<file path="config.mk">
export PLATFORM = sky130hd
export DESIGN_NAME = lcg48_random_source_unit
export DESIGN_NICKNAME = d
export VERILOG_FILES = /design/src/sv/lcg48_pkg.sv /design/src/sv/lcg48_alu.sv /design/src/sv/lcg48_random_source_unit.sv
export VERILOG_INCLUDE_DIRS = /design/src /design/src/sv
export SDC_FILE = /design/constraint.sdc
export NUM_CORES = 2
export LEC_CHECK = 0
export BUFFER_PORTS_ARGS = -buffer_cell sky130_fd_sc_hd__buf_4
export CAP_MARGIN = 15
export CORE_MARGIN = 4
export CORE_UTILIZATION = 57
export CTS_CLUSTER_SIZE = 10
export DETAILED_ROUTE_END_ITERATION = 12
export PLACE_DENSITY = 0.74
export SYNTH_ARGS = -nofsm -noshare
export SYNTH_HDL_FRONTEND = slang
export SYNTH_HIERARCHICAL = 1
export SYNTH_SLANG_ARGS = --single-unit
</file>
<file path="constraint.sdc">
create_clock -name clk -period 10.2 [get_ports clk]
set_clock_uncertainty 0.05 [all_clocks]
set_input_delay 0 -clock clk [delete_from_list [all_inputs] [get_ports clk]]
set_output_delay 0 -clock clk [all_outputs]
set_load 0.01 [all_outputs]
</file>
<file path="src/sv/lcg48_random_source_unit_assert.svh">
// Assertion macros shared by the lcg48 random source modules.
// Expects a clock named clk and an active-low reset named rst_n in scope.
`ifndef LCG48_RANDOM_SOURCE_UNIT_ASSERT_SVH
`define LCG48_RANDOM_SOURCE_UNIT_ASSERT_SVH

// The consequent must hold in the same cycle as the antecedent.
`define LCG48_ASSERT_IMP(lbl, ante, cons, msg) \
  lbl: assert property (@(posedge clk) disable iff (!rst_n) (ante) |-> (cons)) \
    else $error(msg);

// The consequent must hold in the cycle after the antecedent.
`define LCG48_ASSERT_NXT(lbl, ante, cons, msg) \
  lbl: assert property (@(posedge clk) disable iff (!rst_n) (ante) |=> (cons)) \
    else $error(msg);

`endif

</file>
<file path="src/sv/lcg48_pkg.sv">
// Shared types and constants for the lcg48 random source.
// No dependencies; used by lcg48_alu and lcg48_random_source_unit.
package lcg48_pkg;

  localparam int STATE_W   = 48;
  localparam int BOUND_W   = 31;
  localparam int VALUE_W   = 64;
  localparam int CNT_W     = 5;
  localparam int ADV_STEPS = 9;   // four multiplier bits per step
  localparam int MOD_STEPS = 31;  // one quotient bit per step

  localparam logic [35:0] LCG_MULT = 36'h5DEECE66D;
  localparam logic [3:0]  LCG_ADD  = 4'hB;

  typedef enum logic [2:0] {
    ACT_INT32   = 3'd0,
    ACT_BOUNDED = 3'd1,
    ACT_BOOL    = 3'd2,
    ACT_LONG    = 3'd3,
    ACT_UNIT24  = 3'd4,
    ACT_UNIT53  = 3'd5
  } act_t;

  typedef enum logic {
    ALU_ADVANCE = 1'b0,
    ALU_MOD     = 1'b1
  } alu_op_t;

  typedef enum logic [1:0] {
    S_IDLE = 2'd0,
    S_ADV  = 2'd1,
    S_MOD  = 2'd2,
    S_FIN  = 2'd3
  } fsm_t;

  typedef struct packed {
    logic                 start;
    alu_op_t              op;
    logic [STATE_W-1:0]   state;
    logic [BOUND_W-1:0]   num;
    logic [BOUND_W-1:0]   den;
  } alu_cmd_t;

  typedef struct packed {
    logic               done;
    logic [STATE_W-1:0] value;
  } alu_rsp_t;

endpackage

</file>
<file path="src/sv/lcg48_alu.sv">
// Iterative arithmetic unit: LCG state advance by shift-and-add and 31-bit remainder
// by restoring division, both on one shared 49-bit adder. Depends on lcg48_pkg.
`include "lcg48_random_source_unit_assert.svh"

module lcg48_alu import lcg48_pkg::*; (
  input  logic     clk,
  input  logic     rst_n,
  input  alu_cmd_t cmd,
  output alu_rsp_t rsp
);

  logic                 busy_r, busy_nxt;
  logic                 done_r, done_nxt;
  alu_op_t              op_r, op_nxt;
  logic [CNT_W-1:0]     cnt_r, cnt_nxt;
  logic [STATE_W-1:0]   acc_r, acc_nxt;
  logic [STATE_W-1:0]   mcand_r, mcand_nxt;
  logic [BOUND_W-1:0]   dvd_r, dvd_nxt;
  logic [BOUND_W-1:0]   den_r, den_nxt;

  logic [3:0]           digit;
  logic [STATE_W+3:0]   partial;
  logic [31:0]          shifted;
  logic [STATE_W:0]     add_a, add_b, add_sum;
  logic                 add_cin;
  logic                 last;

  always_comb begin
    digit   = LCG_MULT[{cnt_r[3:0], 2'b00} +: 4];
    partial = (STATE_W+4)'(mcand_r) * (STATE_W+4)'(digit);
    shifted = {acc_r[30:0], dvd_r[BOUND_W-1]};

    // Accumulate for the advance, trial subtract of the divisor for the remainder.
    if (op_r == ALU_ADVANCE) begin
      add_a   = {1'b0, acc_r};
      add_b   = {1'b0, partial[STATE_W-1:0]};
      add_cin = 1'b0;
    end else begin
      add_a   = {17'b0, shifted};
      add_b   = ~{18'b0, den_r};
      add_cin = 1'b1;
    end
    add_sum = add_a + add_b + (STATE_W+1)'(add_cin);

    if (op_r == ALU_ADVANCE) begin
      last = (cnt_r == CNT_W'(ADV_STEPS - 1));
    end else begin
      last = (cnt_r == CNT_W'(MOD_STEPS - 1));
    end

    busy_nxt  = busy_r;
    done_nxt  = 1'b0;
    op_nxt    = op_r;
    cnt_nxt   = cnt_r;
    acc_nxt   = acc_r;
    mcand_nxt = mcand_r;
    dvd_nxt   = dvd_r;
    den_nxt   = den_r;

    if (busy_r) begin
      if (op_r == ALU_ADVANCE) begin
        acc_nxt   = add_sum[STATE_W-1:0];
        mcand_nxt = {mcand_r[STATE_W-5:0], 4'b0};
      end else begin
        // A set sign bit means the trial subtract went negative: keep the shifted value.
        acc_nxt = add_sum[STATE_W] ? {16'b0, shifted} : add_sum[STATE_W-1:0];
        dvd_nxt = {dvd_r[BOUND_W-2:0], 1'b0};
      end
      cnt_nxt = cnt_r + CNT_W'(1);
      if (last) begin
        busy_nxt = 1'b0;
        done_nxt = 1'b1;
      end
    end else if (cmd.start) begin
      busy_nxt  = 1'b1;
      op_nxt    = cmd.op;
      cnt_nxt   = '0;
      acc_nxt   = (cmd.op == ALU_ADVANCE) ? STATE_W'(LCG_ADD) : '0;
      mcand_nxt = cmd.state;
      dvd_nxt   = cmd.num;
      den_nxt   = cmd.den;
    end
  end

  always_ff @(posedge clk) begin
    if (!rst_n) begin
      busy_r <= 1'b0;
      done_r <= 1'b0;
      op_r   <= ALU_ADVANCE;
      cnt_r  <= '0;
    end else begin
      busy_r <= busy_nxt;
      done_r <= done_nxt;
      op_r   <= op_nxt;
      cnt_r  <= cnt_nxt;
    end
  end

  always_ff @(posedge clk) begin
    acc_r   <= acc_nxt;
    mcand_r <= mcand_nxt;
    dvd_r   <= dvd_nxt;
    den_r   <= den_nxt;
  end

  assign rsp.done  = done_r;
  assign rsp.value = acc_r;

  `LCG48_ASSERT_IMP(a_start_when_free, cmd.start, !busy_r, "start while busy")
  `LCG48_ASSERT_NXT(a_done_single, done_r, !done_r, "done held for two cycles")
  `LCG48_ASSERT_IMP(a_adv_count, busy_r && (op_r == ALU_ADVANCE),
                    cnt_r < CNT_W'(ADV_STEPS), "advance ran past its last step")

endmodule

</file>
<file path="src/sv/lcg48_random_source_unit.sv">
// From input transaction to out_tvalid, actions 0, 2 and 4 and power-of-two bounds take one
// state advance; actions 3 and 5 take two; other bounds take an advance and a remainder,
// repeated for each rejected draw; unused actions take neither. In the shared unit an advance
// goes four multiplier bits a cycle, a remainder one quotient bit a cycle. The next input
// is taken in the cycle after the result enters the output register. Synchronous reset
// clears the generator state to zero and all control state; there is no clearing pass.
`include "lcg48_random_source_unit_assert.svh"

module lcg48_random_source_unit import lcg48_pkg::*; (
  input  logic                clk,
  input  logic                rst_n,
  input  logic                in_tvalid,
  output logic                in_tready,
  input  logic [31:0]         in_tdata,   // [30:0] bound
  input  logic [2:0]          in_tuser,   // [2:0] action
  output logic                out_tvalid,
  input  logic                out_tready,
  output logic [VALUE_W-1:0]  out_tdata,  // [63:0] value
  input  logic                cfg_valid,
  output logic                cfg_ready,
  input  logic [STATE_W-1:0]  cfg_data
);

  fsm_t                 st_r, st_nxt;
  act_t                 act_r, act_nxt;
  logic                 second_r, second_nxt;
  logic                 out_valid_r, out_valid_nxt;
  logic [BOUND_W-1:0]   bound_r, bound_nxt;
  logic [STATE_W-1:0]   gen_r, gen_nxt;
  logic [BOUND_W-1:0]   draw_r, draw_nxt;
  logic [31:0]          hi_r, hi_nxt;
  logic [VALUE_W-1:0]   res_r, res_nxt;
  logic [VALUE_W-1:0]   out_data_r, out_data_nxt;

  alu_cmd_t             cmd;
  alu_rsp_t             rsp;

  logic [STATE_W-1:0]   ns;
  logic                 pow2;
  logic [61:0]          pow_prod;
  logic [BOUND_W-1:0]   rem;
  logic [31:0]          chk;
  logic [31:0]          long_hi;

  lcg48_alu u_alu (
    .clk   (clk),
    .rst_n (rst_n),
    .cmd   (cmd),
    .rsp   (rsp)
  );

  always_comb begin
    ns       = rsp.value;
    pow2     = ((bound_r & (bound_r - BOUND_W'(1))) == '0);
    pow_prod = 62'(bound_r) * 62'(ns[47:17]);
    rem      = rsp.value[BOUND_W-1:0];
    // Rejection test: r - (r mod n) + (n - 1) must not wrap negative as a 32-bit word.
    chk      = {1'b0, draw_r} - {1'b0, rem} + {1'b0, bound_r} - 32'd1;
    // Adding a sign-extended low word borrows one from the high word when it is negative.
    long_hi  = hi_r + {32{ns[47]}};

    st_nxt        = st_r;
    act_nxt       = act_r;
    second_nxt    = second_r;
    bound_nxt     = bound_r;
    gen_nxt       = gen_r;
    draw_nxt      = draw_r;
    hi_nxt        = hi_r;
    res_nxt       = res_r;
    out_data_nxt  = out_data_r;
    out_valid_nxt = out_valid_r & ~out_tready;

    cmd.start = 1'b0;
    cmd.op    = ALU_ADVANCE;
    cmd.state = gen_r;
    cmd.num   = ns[47:17];
    cmd.den   = bound_r;

    case (st_r)
      S_IDLE: begin
        if (in_tvalid) begin
          act_nxt    = act_t'(in_tuser);
          bound_nxt  = in_tdata[BOUND_W-1:0];
          second_nxt = 1'b0;
          if (in_tuser <= ACT_UNIT53) begin
            cmd.start = 1'b1;
            st_nxt    = S_ADV;
          end else begin
            res_nxt = '0;
            st_nxt  = S_FIN;
          end
        end
      end
      S_ADV: begin
        if (rsp.done) begin
          gen_nxt   = ns;
          cmd.state = ns;
          case (act_r)
            ACT_INT32: begin
              res_nxt = {{32{ns[47]}}, ns[47:16]};
              st_nxt  = S_FIN;
            end
            ACT_BOOL: begin
              res_nxt = VALUE_W'(ns[47]);
              st_nxt  = S_FIN;
            end
            ACT_UNIT24: begin
              res_nxt = VALUE_W'(ns[47:24]);
              st_nxt  = S_FIN;
            end
            ACT_LONG: begin
              if (!second_r) begin
                hi_nxt     = ns[47:16];
                second_nxt = 1'b1;
                cmd.start  = 1'b1;
              end else begin
                res_nxt = {long_hi, ns[47:16]};
                st_nxt  = S_FIN;
              end
            end
            ACT_UNIT53: begin
              if (!second_r) begin
                hi_nxt     = {6'b0, ns[47:22]};
                second_nxt = 1'b1;
                cmd.start  = 1'b1;
              end else begin
                res_nxt = {11'b0, hi_r[25:0], ns[47:21]};
                st_nxt  = S_FIN;
              end
            end
            ACT_BOUNDED: begin
              draw_nxt = ns[47:17];
              if (pow2) begin
                res_nxt = VALUE_W'(pow_prod[61:31]);
                st_nxt  = S_FIN;
              end else begin
                cmd.start = 1'b1;
                cmd.op    = ALU_MOD;
                st_nxt    = S_MOD;
              end
            end
            default: begin
              res_nxt = '0;
              st_nxt  = S_FIN;
            end
          endcase
        end
      end
      S_MOD: begin
        if (rsp.done) begin
          if (!chk[31]) begin
            res_nxt = VALUE_W'(rem);
            st_nxt  = S_FIN;
          end else begin
            cmd.start = 1'b1;
            st_nxt    = S_ADV;
          end
        end
      end
      S_FIN: begin
        if (!out_valid_r || out_tready) begin
          out_valid_nxt = 1'b1;
          out_data_nxt  = res_r;
          st_nxt        = S_IDLE;
        end
      end
      default: begin
        st_nxt = S_IDLE;
      end
    endcase

    // Seed writes must arrive only while the block is idle; the block itself does not enforce this.
    if (cfg_valid) begin
      gen_nxt = cfg_data;
    end
  end

  always_ff @(posedge clk) begin
    if (!rst_n) begin
      st_r        <= S_IDLE;
      act_r       <= ACT_INT32;
      second_r    <= 1'b0;
      out_valid_r <= 1'b0;
      gen_r       <= '0;
    end else begin
      st_r        <= st_nxt;
      act_r       <= act_nxt;
      second_r    <= second_nxt;
      out_valid_r <= out_valid_nxt;
      gen_r       <= gen_nxt;
    end
  end

  always_ff @(posedge clk) begin
    bound_r    <= bound_nxt;
    draw_r     <= draw_nxt;
    hi_r       <= hi_nxt;
    res_r      <= res_nxt;
    out_data_r <= out_data_nxt;
  end

  assign in_tready  = (st_r == S_IDLE);
  assign out_tvalid = out_valid_r;
  assign out_tdata  = out_data_r;
  assign cfg_ready  = 1'b1;

  `LCG48_ASSERT_IMP(a_done_in_wait, rsp.done, (st_r == S_ADV) || (st_r == S_MOD),
                    "unit finished outside a wait state")
  `LCG48_ASSERT_IMP(a_mod_bounded, st_r == S_MOD, act_r == ACT_BOUNDED,
                    "remainder pass for a non-bounded action")
  `LCG48_ASSERT_IMP(a_second_draw, second_r, (act_r == ACT_LONG) || (act_r == ACT_UNIT53),
                    "second draw for a single-draw action")

endmodule
</file>
=== Yosys cells after proc, flatten, opt, wreduce, memory -nomap -nowiden ===
Cells that the tools add are included.

* Reductions and logical operators: 24
* Divide/modulo/power cells: 0
* Bitwise gates (word level): 5
* $lt $le $gt $ge: 1
* Multiply operators: 2
* Eq/ne operators: 25
* Muxes and demuxes: 64
* Add/sub/neg operators: 8
* Shift-type cells: 1

{| class="wikitable"
|+ Operators with widths
! operator !! number
|-
| two-way mux 48 bit || 11
|-
| two-way mux 64 bit || 8
|-
| case mux 64 bit (6 select lines) || 1
|-
| case mux 64 bit (3 select lines) || 1
|-
| two-way mux 49 bit || 2
|-
| two-way mux 31 bit || 3
|-
| two-way mux 32 bit || 2
|-
| case mux 32 bit (2 select lines) || 1
|-
| multiplier 31 x 31 -> 62 bit || 1
|-
| two-way mux 50 bit || 1
|-
| adder 48 x 49 -> 49 bit || 1
|-
| adder 49 x 1 -> 49 bit || 1
|-
| NOT 31 -> 49 bit || 1
|-
| multiplier 48 x 4 -> 48 bit || 1
|-
| variable part select 36 x 7 -> 4 bit (first input constant) || 1
|-
| adder 32 x 31 -> 32 bit || 1
|-
| adder 32 bit || 1
|-
| subtractor 31 x 31 -> 32 bit || 1
|-
| subtractor 32 x 1 -> 32 bit (second input constant) || 1
|-
| bitwise AND 31 bit || 1
|-
| zero test 31 bit || 1
|-
| subtractor 31 x 1 -> 31 bit (second input constant) || 1
|-
| two-way mux 1 bit || 18
|-
| inequality test 2 bit (second input constant) || 9
|-
| 32 further kinds || 60
|}

* Input port bits: 88
* Memories kept: 0
* Bits in read-only memories: 0
* Latch bits: 0
* Bits in registers: 443
* Memory bits (writable): 0
* Logic and storage cells: 148

=== Logic depth before layout (Yosys ltp) ===
* Depth in word-level cells: 10
* Mapped depth: 37
* Mapped depth without buffers: 32

=== Hierarchy ===
Netlist, hierarchy kept.

{| class="wikitable"
|+ Modules (own cells, without submodules)
! module !! instances !! area each (um2) !! cells each
|-
| lcg48_random_source_unit || 1 || 45250.9 || 4634
|-
| lcg48_alu || 1 || 15960.3 || 1711
|}

=== Least setup slack after synthesis ===
OpenSTA, ideal clock, no wires.

* Path type: flip-flop to flip-flop
* Start point: register u_alu.acc_r[47]
* End point: register res_r[29] (data pin)
* Library setup time: 0.275 ns
* Path buffers: 2
* Arrival time: 7.820 ns
* Slack: 2.055 ns
* Stages on the path, launching flop included: 25
* Cell sequence: edfxtp_1 > clkbuf_1 > clkbuf_1 > and2_1 > fa_1 > fa_1 > fa_1 > fa_1 > fa_1 > fa_1 > fa_1 > inv_1 > fa_1 > inv_1 > ha_1 > nand4_1 > nor3_1 > nand2b_1 > o211a_2 > o21a_1 > o211ai_1 > o22ai_2 > o41ai_2 > mux2i_1 > o221ai_1

* Cells in the longest elaborated chain, start to end: 5

{| class="wikitable"
|+ RTL lines
! element !! line !! source
|-
| from (decl) || lcg48_alu.sv:16 || <nowiki>logic [STATE_W-1:0] acc_r, acc_nxt;</nowiki>
|-
| from (signal assigned) || lcg48_alu.sv:100 || <nowiki>acc_r <= acc_nxt;</nowiki>
|-
| multiplier 31 x 31 -> 62 bit || lcg48_random_source_unit.sv:55 || <nowiki>pow_prod = 62'(bound_r) * 62'(ns[47:17]);</nowiki>
|-
| two-way mux 64 bit || lcg48_random_source_unit.sv:133 || <nowiki>if (pow2) begin</nowiki>
|-
| case mux 64 bit (6 select lines) || lcg48_random_source_unit.sv:98 || <nowiki>case (act_r)</nowiki>
|-
| two-way mux 64 bit || lcg48_random_source_unit.sv:95 || <nowiki>if (rsp.done) begin</nowiki>
|-
| case mux 64 bit (3 select lines) || lcg48_random_source_unit.sv:79 || <nowiki>case (st_r)</nowiki>
|-
| via res_nxt[29] || lcg48_random_source_unit.sv:32 || <nowiki>logic [VALUE_W-1:0] res_r, res_nxt;</nowiki>
|-
| to (signal assigned) || lcg48_random_source_unit.sv:198 || <nowiki>res_r <= res_nxt;</nowiki>
|-
| to (decl) || lcg48_random_source_unit.sv:32 ||
|}

The timed path passes the listed nets, and every way through them passes these cells. The select of a mux whose other input is x is not followed.
A chain may end at the register's enable or synchronous reset.

=== Final worst setup path ===
* Start point: register bound_r[6]
* End point: register res_r[13] (data pin)

* Cells in the longest elaborated chain, start to end: 5

{| class="wikitable"
|+ RTL lines
! element !! line !! source
|-
| from (decl) || lcg48_random_source_unit.sv:28 || <nowiki>logic [BOUND_W-1:0] bound_r, bound_nxt;</nowiki>
|-
| from (signal assigned) || lcg48_random_source_unit.sv:195 || <nowiki>bound_r <= bound_nxt;</nowiki>
|-
| multiplier 31 x 31 -> 62 bit || lcg48_random_source_unit.sv:55 ||
|-
| two-way mux 64 bit || lcg48_random_source_unit.sv:133 ||
|-
| case mux 64 bit (6 select lines) || lcg48_random_source_unit.sv:98 ||
|-
| two-way mux 64 bit || lcg48_random_source_unit.sv:95 ||
|-
| case mux 64 bit (3 select lines) || lcg48_random_source_unit.sv:79 ||
|-
| via res_nxt[13] || lcg48_random_source_unit.sv:32 ||
|}

The timed path passes the listed nets, and every way through them passes these cells. The select of a mux whose other input is x is not followed.

==> metrics <==
outcome complete, no violations; Clock Root Buffer clkbuf_16; Vias/cell about 5.9; global-route wire length before repair 281 mm; TritonCTS clock tree done; hpwl dp 135 mm; RR Startpoint bound_r[6]; Die W 336 microns; gpl congestion 0.973; initial core utilization between 50 and 60%; Post-synth ARST share 0%; Max FO, Critical Path 19; final wirelength approximately 180 mm; endpoint with the worst hold slack bound_r[6]; Ports 155; Crit path largest cell delay 1.11 ns; Design Area, Final about 67000 sq um; pin count of the biggest net entering global routing 88; site row count 119; Tcrit/Tclk final 91.1%; Core Footprint 106000 sq um; CP max-delay cell edfxtp_1; GRT Resource Usage Total 32.1%; post-route setup TNS 0 ns; crit path kind reg2reg; area grow syn2layout 9.65%; HP Class in2reg; dominant synthesized flop cell edfxtp_1; initial antenna violation count 2; Max Freq 108 MHz; die height between 300 and 400 microns; Die ar. 113000 sq um; slew margin rel. 17.9%; Slew Limit Fails 0; Max-cap violations 0; min cycle time layout 9.30 ns; Syn Nets approximately 8000; DR WL/cell 22.5 microns; layout cells sized above 1 under 10%; commonest non-fill, non-tap cell in the layout inv_1; layout net count 7966; final hold vios 0; commonest non-fill, non-tap cells in the layout inv_1, fa_1, nand2_1; crit end category flip-flop; Seq cells post-synth 443; Clock transition at path regs 0.06 ns; GRT Residual Overflow 0; CP Data Required Time roughly 10 ns; Bufs and invs on worst path 6; vias in the first global route approximately 49000; Mapped Area just over 60000 sq um; Mapped Cells 6345; RSZ-0062 raised after global routing false; Initial DRT Pass Iterations 6; Hold Path Depth 2; sequential fraction of the synthesis area around 21%; via count 46800; # clock sinks 443; worst skew pair latency 0.64 ns; Hold Path Origin in_tdata[6]; Max clock buf depth 3; H-tree levels 2; Worst R2R Setup Slack 0.90 ns; Arrival @ worst endpoint ~9.6 ns; CP startpoint kind flip-flop; placed instance area 64000 sq um; Post-synth EDFFs 380; Least-Margin Pin Slew 1.23 ns; synth warn 6; Avg Synthesized Cell Area 9.65 sq um; Remaining DRCs 0; Port Buffers around 150; number of cells on the critical path 25; Post-DRT Antenna Nets 0; reg2reg end res_r[13]; Final setup viols 0; Synth cell types 93; total setup buffers inserted after CTS 0; TritonCTS Buffers 54; Iteration-0 DRC Markers 4293; cell family with most CP delay adder cells; Reg2Reg Depth 25; CP dominant cell by count fa_1
[logic make-up after synthesis]
kind of cell | Yosys count | share of synthesized area [%]
compound gates | 835 | 9.12
xor+xnor | 153 | 2.19
fa+ha+maj | 1394 | 40.2
buf+inv | 1461 | 9.05
flops | 443 | 20.7
mux | 194 | 3.51
other cells | 1 | 0.00613
simple gates | 1864 | 15.2
[state kept, by name, indices dropped and copies added, names as in the netlist, 31 cells and up]
register	count
u_alu/mcand_r	48
gen_r	48
hi_r	32
res_r	64
u_alu/dvd_r	31
out_tdata	64
draw_r	31
bound_r	31
u_alu/acc_r	48
u_alu/den_r	31
[cells in the mapped netlist, types with 6 or more instances]
| cell type | count | area share, % |
|---|---|---|
| mux2i_1 | 28 | 0.46 |
| nor3_1 | 22 | 0.18 |
| buf_4 | 6 | 0.074 |
| o2111ai_1 | 6 | 0.086 |
| buf_2 | 14 | 0.11 |
| o21ai_1 | 6 | 0.049 |
| o211ai_1 | 12 | 0.15 |
| a21o_1 | 112 | 1.4 |
| nor3b_1 | 12 | 0.15 |
| a211o_1 | 6 | 0.086 |
| o221ai_1 | 13 | 0.19 |
| a21oi_1 | 250 | 2.0 |
| nand4_1 | 43 | 0.44 |
| a211oi_1 | 26 | 0.32 |
| nand2b_1 | 64 | 0.65 |
| a21boi_0 | 7 | 0.086 |
| xor2_1 | 54 | 0.77 |
| nand3_1 | 29 | 0.24 |
| o21ai_0 | 140 | 1.1 |
| dfxtp_1 | 63 | 2.1 |
| a31oi_1 | 34 | 0.35 |
| a221oi_1 | 30 | 0.43 |
| buf_1 | 16 | 0.098 |
| or3_1 | 7 | 0.072 |
| ha_1 | 431 | 8.8 |
| o21a_1 | 18 | 0.22 |
| edfxtp_1 | 380 | 19 |
| nand2_1 | 761 | 4.7 |
| clkbuf_1 | 331 | 2.0 |
| o211a_1 | 50 | 0.82 |
| xnor2_1 | 99 | 1.4 |
| a22oi_1 | 27 | 0.33 |
| and3_1 | 21 | 0.21 |
| mux2_2 | 166 | 3.1 |
| nor2_1 | 199 | 1.2 |
| inv_1 | 1090 | 6.7 |
| o31ai_1 | 6 | 0.074 |
| and2_1 | 626 | 6.4 |
| fa_1 | 958 | 31 |
| o21bai_1 | 30 | 0.37 |
| nor2b_1 | 52 | 0.53 |
[through the flow]
stage,setup WS [ns],hold slack [ns],util (%),std cells
6_report,0.903,0.0394,63.3,7920
3_5_place_dp,1.10,0.129,60.3,7670
5_1_grt,0.582,0.0448,63.3,7919
4_1_cts,1.10,0.0225,63.3,7919
2_1_floorplan,2.06,0.0489,-,6345
3_3_place_gp,1.25,0.128,60.3,7670
[cell type report]
type	count	area (sq um)
repair buffers	457	3900
multi-input cells	4441	43100
diodes	1	2.50
clock inverters	12	143
clock buffers	83	1480
inverters	1092	4100
fillers	8568	38900
well taps	1391	1740
flip-flops and latches	443	12700
[metal layers]
metal,vias to the layer above,part of all wire [%],global-route usage [%]
li1,20400,-,-
met1,23500,39,41.6
met2,2274,47,52.7
met3,529,8.9,6.01
met4,2,5.6,15.1
met5,-,0.0084,0
[what timing repair did]
item	CTS	global route
gates resized for setup	0	0
hold buffers	154	0
endpoints found under the hold margin	92	0
[worst max path at each step]
stage / from / to / slack, ns
CTS: bound_r[6] / res_r[13] / 1.10
floorplan: u_alu/acc_r[47] / res_r[29] / 2.06
global route: bound_r[6] / res_r[13] / 0.58
global placement: bound_r[8] / res_r[13] / 1.25
detailed placement: bound_r[20] / res_r[13] / 1.10
finish: bound_r[6] / res_r[13] / 0.90
Power is left out: the tool's default activity adds up to more than one toggle a clock period on the data nets, which glitch-free logic cannot reach.
